[src/rtl/tzma_pkg.sv]
// ----------------------------------------------------------------------------
// tzma_pkg
// Shared types, sizes and zone geometry for the thermal zone min/max alarm.
// ----------------------------------------------------------------------------
`default_nettype none

package tzma_pkg;

  // frame geometry
  localparam int FRAME_WIDTH  = 80;
  localparam int FRAME_HEIGHT = 62;
  localparam int COL_W        = $clog2(FRAME_WIDTH);
  localparam int ROW_W        = $clog2(FRAME_HEIGHT);

  // item and result sizes
  localparam int VAL_W     = 16;
  localparam int NUM_ZONES = 9;
  localparam int ZONE_W    = 4;
  localparam int MASK_W    = NUM_ZONES + 1;
  localparam int CFG_W     = 64;
  localparam int CFG_IDX_W = 2;

  localparam logic [VAL_W-1:0] VAL_ONES = '1;

  // zone rectangles, right and bottom edges excluded
  localparam int ZONE_X1 [NUM_ZONES] = '{ 1, 27, 53,  1, 27, 53,  1, 27, 53};
  localparam int ZONE_Y1 [NUM_ZONES] = '{ 1,  1,  1, 21, 21, 21, 41, 41, 41};
  localparam int ZONE_X2 [NUM_ZONES] = '{26, 52, 78, 26, 52, 78, 26, 52, 78};
  localparam int ZONE_Y2 [NUM_ZONES] = '{20, 20, 20, 40, 40, 40, 60, 60, 60};

  // configuration register indexes
  typedef enum logic [CFG_IDX_W-1:0] {
    REG_FRAME_THR = 2'd0,
    REG_ZONE_LO   = 2'd1,
    REG_ZONE_HI   = 2'd2,
    REG_ZONE_NINE = 2'd3
  } cfg_reg_e;

  // result sequencer states
  typedef enum logic [1:0] {
    ST_IDLE,
    ST_FILL,
    ST_EMIT
  } seq_state_e;

  typedef struct packed {
    logic [COL_W-1:0] x1;
    logic [ROW_W-1:0] y1;
    logic [COL_W-1:0] x2;
    logic [ROW_W-1:0] y2;
  } rect_t;

  // item travelling down the cell row
  typedef struct packed {
    logic             clear;
    logic             last;
    logic [VAL_W-1:0] value;
    logic [ROW_W-1:0] row;
    logic [COL_W-1:0] col;
  } tok_t;

  // captured zone result
  typedef struct packed {
    logic [VAL_W-1:0] zmax;
    logic [VAL_W-1:0] zmin;
    logic             alarm;
  } snap_t;

endpackage

`default_nettype wire

[src/rtl/tzma_cell.sv]
// ----------------------------------------------------------------------------
// tzma_cell
// One zone of the cell row: running min/max, end-of-frame capture, and a
// stage of the pixel pipeline and of the result shift chain.
// ----------------------------------------------------------------------------
`default_nettype none

module tzma_cell
  import tzma_pkg::*;
(
  input  wire              clk_i,
  input  wire              rst_ni,
  input  rect_t            rect_i,
  input  wire [VAL_W-1:0]  thr_i,
  input  wire              tok_valid_i,
  input  tok_t             tok_i,
  output logic             tok_valid_o,
  output tok_t             tok_o,
  input  wire              shift_i,
  input  snap_t            snap_i,
  output snap_t            snap_o
);

  logic [VAL_W-1:0] max_q, min_q;
  logic [VAL_W-1:0] upd_max, upd_min;
  logic             hit;
  logic             tok_valid_q;
  tok_t             tok_q;
  snap_t            snap_q;

  // zone membership of the incoming pixel
  assign hit = tok_valid_i && !tok_i.clear &&
               (tok_i.col >= rect_i.x1) && (tok_i.col < rect_i.x2) &&
               (tok_i.row >= rect_i.y1) && (tok_i.row < rect_i.y2);

  assign upd_max = (hit && (tok_i.value > max_q)) ? tok_i.value : max_q;
  assign upd_min = (hit && (tok_i.value < min_q)) ? tok_i.value : min_q;

  // zone store, cleared by a header or after the last pixel
  always_ff @(posedge clk_i or negedge rst_ni) begin
    if (!rst_ni) begin
      max_q <= '0;
      min_q <= VAL_ONES;
    end else if (tok_valid_i) begin
      if (tok_i.clear || tok_i.last) begin
        max_q <= '0;
        min_q <= VAL_ONES;
      end else begin
        max_q <= upd_max;
        min_q <= upd_min;
      end
    end
  end

  // capture on the last pixel, shift towards the output otherwise
  always_ff @(posedge clk_i) begin
    if (tok_valid_i && tok_i.last) begin
      snap_q.zmax  <= upd_max;
      snap_q.zmin  <= upd_min;
      snap_q.alarm <= (upd_max >= thr_i);
    end else if (shift_i) begin
      snap_q <= snap_i;
    end
  end

  // pass the item on to the next cell
  always_ff @(posedge clk_i or negedge rst_ni) begin
    if (!rst_ni) begin
      tok_valid_q <= 1'b0;
    end else begin
      tok_valid_q <= tok_valid_i;
    end
  end

  always_ff @(posedge clk_i) begin
    tok_q <= tok_i;
  end

  assign tok_valid_o = tok_valid_q;
  assign tok_o       = tok_q;
  assign snap_o      = snap_q;

endmodule

`default_nettype wire

[src/rtl/tzma_ctrl.sv]
// ----------------------------------------------------------------------------
// tzma_ctrl
// Result sequencer: waits for the last pixel to leave the cell row, builds
// the alarm mask and sends the ten results through the output register.
// ----------------------------------------------------------------------------
`default_nettype none

module tzma_ctrl
  import tzma_pkg::*;
(
  input  wire                 clk_i,
  input  wire                 rst_ni,
  input  wire                 start_i,
  input  wire                 done_i,
  input  wire [VAL_W-1:0]     frame_max_i,
  input  wire [VAL_W-1:0]     frame_min_i,
  input  wire [VAL_W-1:0]     frame_thr_i,
  input  wire [NUM_ZONES-1:0] alarms_i,
  input  snap_t               head_i,
  output logic                shift_o,
  output logic                busy_o,
  output logic                out_valid_o,
  input  wire                 out_stall_i,
  output logic [ZONE_W-1:0]   out_zone_o,
  output logic [VAL_W-1:0]    out_zone_max_o,
  output logic [VAL_W-1:0]    out_zone_min_o,
  output logic                out_zone_alarm_o,
  output logic [MASK_W-1:0]   out_alarm_mask_o,
  output logic                out_last_o
);

  seq_state_e          state_q, state_d;
  logic [ZONE_W-1:0]   idx_q, idx_d;
  logic [VAL_W-1:0]    fmax_q, fmin_q;
  logic [MASK_W-1:0]   mask_q;
  logic                load;
  logic                idx_end;
  logic                out_valid_q, out_valid_d;
  logic [ZONE_W-1:0]   zone_q;
  logic [VAL_W-1:0]    zmax_q, zmin_q;
  logic                zalarm_q, last_q;
  logic [MASK_W-1:0]   omask_q;

  assign idx_end = (idx_q == ZONE_W'(NUM_ZONES));

  // next state
  always_comb begin
    state_d = state_q;
    unique case (state_q)
      ST_IDLE: if (start_i) state_d = ST_FILL;
      ST_FILL: if (done_i) state_d = ST_EMIT;
      ST_EMIT: if (load && idx_end) state_d = ST_IDLE;
      default: state_d = ST_IDLE;
    endcase
  end

  // sequencer outputs
  always_comb begin
    busy_o  = 1'b0;
    load    = 1'b0;
    shift_o = 1'b0;
    unique case (state_q)
      ST_IDLE: ;
      ST_FILL: busy_o = 1'b1;
      ST_EMIT: begin
        busy_o  = 1'b1;
        load    = !out_valid_q || !out_stall_i;
        shift_o = load && (idx_q != '0);
      end
      default: ;
    endcase
  end

  always_comb begin
    idx_d = idx_q;
    if (done_i) begin
      idx_d = '0;
    end else if (load) begin
      idx_d = idx_q + 1'b1;
    end
  end

  always_ff @(posedge clk_i or negedge rst_ni) begin
    if (!rst_ni) begin
      state_q <= ST_IDLE;
      idx_q   <= '0;
    end else begin
      state_q <= state_d;
      idx_q   <= idx_d;
    end
  end

  // frame entry snapshot and alarm mask
  always_ff @(posedge clk_i) begin
    if (start_i) begin
      fmax_q <= frame_max_i;
      fmin_q <= frame_min_i;
    end
    if (done_i) begin
      mask_q <= {alarms_i, (fmax_q >= frame_thr_i)};
    end
  end

  // output register
  always_comb begin
    if (load) begin
      out_valid_d = 1'b1;
    end else if (out_stall_i) begin
      out_valid_d = out_valid_q;
    end else begin
      out_valid_d = 1'b0;
    end
  end

  always_ff @(posedge clk_i or negedge rst_ni) begin
    if (!rst_ni) begin
      out_valid_q <= 1'b0;
    end else begin
      out_valid_q <= out_valid_d;
    end
  end

  always_ff @(posedge clk_i) begin
    if (load) begin
      zone_q  <= idx_q;
      omask_q <= mask_q;
      last_q  <= idx_end;
      if (idx_q == '0) begin
        zmax_q   <= fmax_q;
        zmin_q   <= fmin_q;
        zalarm_q <= mask_q[0];
      end else begin
        zmax_q   <= head_i.zmax;
        zmin_q   <= head_i.zmin;
        zalarm_q <= head_i.alarm;
      end
    end
  end

  assign out_valid_o      = out_valid_q;
  assign out_zone_o       = zone_q;
  assign out_zone_max_o   = zmax_q;
  assign out_zone_min_o   = zmin_q;
  assign out_zone_alarm_o = zalarm_q;
  assign out_alarm_mask_o = omask_q;
  assign out_last_o       = last_q;

endmodule

`default_nettype wire

[src/rtl/thermal_zone_minmax_alarm.sv]
// ----------------------------------------------------------------------------
// thermal_zone_minmax_alarm
// Per-zone min/max tracking of thermal frames with threshold alarms.
// ----------------------------------------------------------------------------
// Throughput: one header or pixel transfer per cycle while the input is not stalled;
//   the row of nine zone cells each take one pixel a cycle.
// The first result is shown after the last pixel transfer has passed the
//   9 cell stages, mask capture and output register; results follow one a cycle unless stalled.
// The last pixel of a frame, or a header at its place, is stalled while the previous
//   frame's last pixel is still in the cell row or its ten results still wait to drain.
// Reset: asynchronous, active low; zone stores, counters and thresholds reset.
`default_nettype none

module thermal_zone_minmax_alarm
  import tzma_pkg::*;
(
  input  wire                  clk_i,
  input  wire                  rst_ni,
  input  wire                  cfg_we_i,
  input  wire [CFG_IDX_W-1:0]  cfg_idx_i,
  input  wire [CFG_W-1:0]      cfg_data_i,
  input  wire                  in_valid_i,
  output logic                 in_stall_o,
  input  wire                  in_func_i,
  input  wire [VAL_W-1:0]      in_value_i,
  input  wire [VAL_W-1:0]      in_header_min_i,
  output logic                 out_valid_o,
  input  wire                  out_stall_i,
  output logic [ZONE_W-1:0]    out_zone_o,
  output logic [VAL_W-1:0]     out_zone_max_o,
  output logic [VAL_W-1:0]     out_zone_min_o,
  output logic                 out_zone_alarm_o,
  output logic [MASK_W-1:0]    out_alarm_mask_o,
  output logic                 out_last_o
);

  logic [VAL_W-1:0]     frame_thr_q, nine_thr_q;
  logic [CFG_W-1:0]     zone_lo_q, zone_hi_q;
  logic [ROW_W-1:0]     row_q;
  logic [COL_W-1:0]     col_q;
  logic [VAL_W-1:0]     frame_max_q, frame_min_q;
  logic                 accept, at_end, busy, shift;
  logic                 tok_valid [NUM_ZONES+1];
  tok_t                 tok       [NUM_ZONES+1];
  snap_t                snap      [NUM_ZONES];
  logic [NUM_ZONES-1:0] alarms;

  // configuration writes
  always_ff @(posedge clk_i or negedge rst_ni) begin
    if (!rst_ni) begin
      frame_thr_q <= '1;
      zone_lo_q   <= '1;
      zone_hi_q   <= '1;
      nine_thr_q  <= '1;
    end else if (cfg_we_i) begin
      unique case (cfg_reg_e'(cfg_idx_i))
        REG_FRAME_THR: frame_thr_q <= cfg_data_i[VAL_W-1:0];
        REG_ZONE_LO:   zone_lo_q   <= cfg_data_i;
        REG_ZONE_HI:   zone_hi_q   <= cfg_data_i;
        REG_ZONE_NINE: nine_thr_q  <= cfg_data_i[VAL_W-1:0];
        default: ;
      endcase
    end
  end

  // input handshake
  assign at_end = (row_q == ROW_W'(FRAME_HEIGHT - 1)) &&
                  (col_q == COL_W'(FRAME_WIDTH - 1));
  assign in_stall_o = busy && at_end;
  assign accept     = in_valid_i && !in_stall_o;

  // pixel position and header values
  always_ff @(posedge clk_i or negedge rst_ni) begin
    if (!rst_ni) begin
      row_q       <= '0;
      col_q       <= '0;
      frame_max_q <= '0;
      frame_min_q <= '0;
    end else if (accept) begin
      if (!in_func_i) begin
        frame_max_q <= in_value_i;
        frame_min_q <= in_header_min_i;
        row_q       <= '0;
        col_q       <= '0;
      end else if (at_end) begin
        row_q <= '0;
        col_q <= '0;
      end else if (col_q == COL_W'(FRAME_WIDTH - 1)) begin
        col_q <= '0;
        row_q <= row_q + 1'b1;
      end else begin
        col_q <= col_q + 1'b1;
      end
    end
  end

  // item entering the cell row
  assign tok_valid[0]   = accept;
  assign tok[0].clear   = !in_func_i;
  assign tok[0].last    = in_func_i && at_end;
  assign tok[0].value   = in_value_i;
  assign tok[0].row     = row_q;
  assign tok[0].col     = col_q;

  // row of zone cells
  for (genvar k = 0; k < NUM_ZONES; k++) begin : g_cell
    rect_t            rect;
    logic [VAL_W-1:0] thr;
    snap_t            snap_in;

    assign rect.x1 = COL_W'(ZONE_X1[k]);
    assign rect.y1 = ROW_W'(ZONE_Y1[k]);
    assign rect.x2 = COL_W'(ZONE_X2[k]);
    assign rect.y2 = ROW_W'(ZONE_Y2[k]);

    if (k < 4) begin : g_lo
      assign thr = zone_lo_q[VAL_W*k +: VAL_W];
    end else if (k < 8) begin : g_hi
      assign thr = zone_hi_q[VAL_W*(k-4) +: VAL_W];
    end else begin : g_nine
      assign thr = nine_thr_q;
    end

    if (k < NUM_ZONES - 1) begin : g_link
      assign snap_in = snap[k+1];
    end else begin : g_tail
      assign snap_in = '0;
    end

    tzma_cell u_cell (
      .clk_i       (clk_i),
      .rst_ni      (rst_ni),
      .rect_i      (rect),
      .thr_i       (thr),
      .tok_valid_i (tok_valid[k]),
      .tok_i       (tok[k]),
      .tok_valid_o (tok_valid[k+1]),
      .tok_o       (tok[k+1]),
      .shift_i     (shift),
      .snap_i      (snap_in),
      .snap_o      (snap[k])
    );

    assign alarms[k] = snap[k].alarm;
  end

  // result sequencing and output register
  tzma_ctrl u_ctrl (
    .clk_i            (clk_i),
    .rst_ni           (rst_ni),
    .start_i          (accept && in_func_i && at_end),
    .done_i           (tok_valid[NUM_ZONES] && tok[NUM_ZONES].last),
    .frame_max_i      (frame_max_q),
    .frame_min_i      (frame_min_q),
    .frame_thr_i      (frame_thr_q),
    .alarms_i         (alarms),
    .head_i           (snap[0]),
    .shift_o          (shift),
    .busy_o           (busy),
    .out_valid_o      (out_valid_o),
    .out_stall_i      (out_stall_i),
    .out_zone_o       (out_zone_o),
    .out_zone_max_o   (out_zone_max_o),
    .out_zone_min_o   (out_zone_min_o),
    .out_zone_alarm_o (out_zone_alarm_o),
    .out_alarm_mask_o (out_alarm_mask_o),
    .out_last_o       (out_last_o)
  );

endmodule

`default_nettype wire

[config.mk]
export PLATFORM = sky130hd
export DESIGN_NAME = thermal_zone_minmax_alarm
export DESIGN_NICKNAME = d
export VERILOG_FILES = /design/src/rtl/tzma_pkg.sv /design/src/rtl/tzma_cell.sv /design/src/rtl/tzma_ctrl.sv /design/src/rtl/thermal_zone_minmax_alarm.sv
export SDC_FILE = /design/constraint.sdc
export NUM_CORES = 2
export LEC_CHECK = 0
export BUFFER_PORTS_ARGS = -buffer_cell sky130_fd_sc_hd__buf_2
export CORE_ASPECT_RATIO = 1.75
export CORE_MARGIN = 1
export CORE_UTILIZATION = 51
export CTS_CLUSTER_SIZE = 28
export DETAILED_ROUTE_END_ITERATION = 16
export GPL_TIMING_DRIVEN = 0
export PLACE_DENSITY = 0.63
export SLEW_MARGIN = 30
export SYNTH_ARGS = -nofsm -noshare
export SYNTH_HDL_FRONTEND = slang
export SYNTH_HIERARCHICAL = 1
export SYNTH_SLANG_ARGS = --single-unit
export TNS_END_PERCENT = 50
[constraint.sdc]
create_clock -name clk_i -period 6.9 [get_ports clk_i]
set_input_delay 1.725 -clock clk_i [delete_from_list [all_inputs] [get_ports clk_i]]
set_output_delay 1.725 -clock clk_i [all_outputs]
set_load 0.005 [all_outputs]
==> flow_metrics.tcl <==
set metrics [dict create \
    status "completed" \
    holdPathStages 0 \
    r2r_end "g_cell[0].u_cell/snap_o[0]" \
    antenna_found_initial 12 \
    viasPerCell 5.743 \
    totalWireLength_um 196500 \
    core-area_um2 121400 \
    initial_utilization_pct 51.50 \
    num_io_pins 154 \
    gr-total-overflow 0 \
    dr.pass1.iters 8 \
    num_rows 169 \
    cellLeakagePower_nw 33.18 \
    crit_start "in_func_i" \
    route.met2.wl_um 100600 \
    timing.setup.tns_ns 0 \
    multi_input_area_um2 29680 \
    dp_hpwl_um 154100 \
    synth.avg_cell_area_um2 10.55 \
    ant_nets 0 \
    slew_viol_final 0 \
    dieArea_um2 124000 \
    seqPwrFrac_pct 50.5 \
    gr-usage-all-layers_pct 31.87 \
    clk_latency_ns 0.75 \
    fmax_mhz 176.6 \
    area_delta_synth_final_pct 12.89 \
    worst_clock_skew_ns 0.02512 \
    critPathKind "input port to flop" \
    place_inst 7985 \
    pwr-share-comb_pct 8.5 \
    post-cts-setup-buffer-count 0 \
    p_int_mw 11.43 \
    power.switching_mw 3.821 \
    cts_tree "built" \
    grt_pass1_vias 47714 \
    drive_gt1_share_pct 17.90 \
    grt_max_degree 87 \
    r2r_cells 18 \
    fin_cells 8196 \
    clock-root-buffer "clkbuf_16" \
    cts_max_level 3 \
    holdWs_ns 0.3860 \
    r2r-start "u_ctrl/state_q[0]" \
    slew_headroom_pct 28.33 \
    clockBufferDepth 3 \
    cts.clk_slew.worst_paths_ns 0.06 \
    portBuffers 152 \
    die_h_um 465.1 \
    vias 47066 \
    hold_viol_final 0 \
    holdPathEnd "g_cell[7].u_cell/tok_o[2]" \
    cts_buffers 107 \
    gp_congestion 0.9988 \
    ctsHoldBuffers 0 \
    met1_length_um 70410 \
    reg2reg_slack_ns 1.42 \
    netlist_area_um2 62500 \
    hold_class "flop to flop" \
    worstMarginPinSlew_ns 1.066 \
    cts-resized-gates 0 \
    regArea_um2 29720 \
    wl_per_cell_um 23.97 \
    fillers 10532 \
    top_layer "met5" \
    fin_total_pwr_mw 15.25 \
    drc 0 \
    min_from "g_cell[6].u_cell/tok_o[2]" \
    power_density_nw_per_um2 216.2 \
    dr_wl_met3_um 8185 \
    fin_crit_ns 5.661 \
    critPathArrivalTime_ns 6.15 \
    setup_violations 0 \
    die_w_um 266.6 \
    clock_power_share_pct 41.0 \
    fin_crit_sh_pct 82.05 \
    p_sw_share_pct 25.05 \
    rsz0062_at_grt "no" \
    cp-start-kind "input port" \
    grt_pass1_wl_um 292400 \
    drtIter0Drc 3042 \
    crit_required_ns 7.39 \
    vdd_ir_drop_max_mv 0.2082 \
    cts_sinks 1145 \
    max_cap_viol_count 0 \
    ys_warn_count 6 \
    worstSetupEndpointType "flop" \
    crit_fanout 10 \
    syn_inst 5923 \
    finalNetCount 7239 \
]
[final cells by class]
class | instances | share of cell area (%)
diodes | 7 | 0.02483
inverters | 710 | 3.777
flip-flops and latches | 1145 | 42.13
well taps | 1624 | 2.880
clock buffers | 144 | 4.314
repair buffers | 173 | 1.748
clock inverters | 60 | 0.9097
multi-input cells | 4049 | 42.07
plain buffers | 284 | 2.153
[stage by stage]
stage               util, %  setup WS [ns]  area (um^2)
floorplan                 -          2.054        63500
global placement      54.62         -7.607        66290
detailed placement    55.08         0.5286        66850
CTS                   58.12          1.300        70540
global route          58.12          1.169        70540
finish                58.13          1.239        70560
[routing by layer]
metal  vias to the layer above  track usage, %
met5                         -               0
met3                       565           4.314
met4                        14           24.12
met2                      1333           57.75
li1                      22322               -
met1                     22832           33.11
[critical path, cell delays in order]
cell,delay [ns]
clkbuf_1,0.41
inv_1,0.47
nor4b_2,0.31
o2111ai_1,0.20
nor4_4,0.75
nand3_2,0.34
o21ai_0,0.44
nand2_1,0.14
ha_1,0.34
a21oi_1,0.17
o21ai_0,0.09
or3_1,0.35
a41o_1,0.22
o21ai_0,0.09
a21oi_1,0.06
[sequential cells by signal (all words and copies together), names as in the netlist, 64 cells and up]
signal / count
g_cell.u_cell/max_q: 144
g_cell.u_cell/min_q: 144
zone_hi_q: 64
g_cell.u_cell/snap_o: 297
zone_lo_q: 64
g_cell.u_cell/tok_o: 249
[how the worst max path moves through the flow]
stage                                       endpoint  slack, ns  cells after the start
after CTS                 g_cell[0].u_cell/snap_o[0]       1.30                     15
after detailed placement  g_cell[0].u_cell/snap_o[0]       0.53                     15
after global placement            u_ctrl/out_valid_o      -7.61                      1
after floorplan           g_cell[0].u_cell/snap_o[0]       2.05                      3
after global routing      g_cell[0].u_cell/snap_o[0]       1.17                     15
final                     g_cell[0].u_cell/snap_o[0]       1.24                     15
[power groups by stage]
| stage | clock network (mW) | logic, mW | registers, mW |
|---|---|---|---|
| 2_1_floorplan | 0 | 0.874 | 7.67 |
| 3_3_place_gp | 0 | 1.22 | 7.81 |
| 3_5_place_dp | 0 | 1.28 | 7.82 |
| 4_1_cts | 6.39 | 1.29 | 7.70 |
| 5_1_grt | 6.62 | 1.47 | 7.73 |
| 6_report | 6.26 | 1.29 | 7.70 |
[placed cells by master (no fill, tap or decap), drive strengths merged, types with 22 or more instances in the layout]
cell	n
a21o	64
a21oi	190
a31oi	170
and2	22
buf	288
clkbuf	313
clkinv	26
conb	267
dfrtp	205
dfstp	304
dfxtp	249
edfxtp	387
ha	665
inv	728
mux2	227
mux2i	128
nand2	538
nand2b	49
nand3	206
nand4	215
nor2	249
nor3	29
nor3b	22
nor4b	24
o21ai	396
o221ai	154
o22a	128
or3	25
or4	25
No activity file was read; power rests on OpenSTA's default activity.
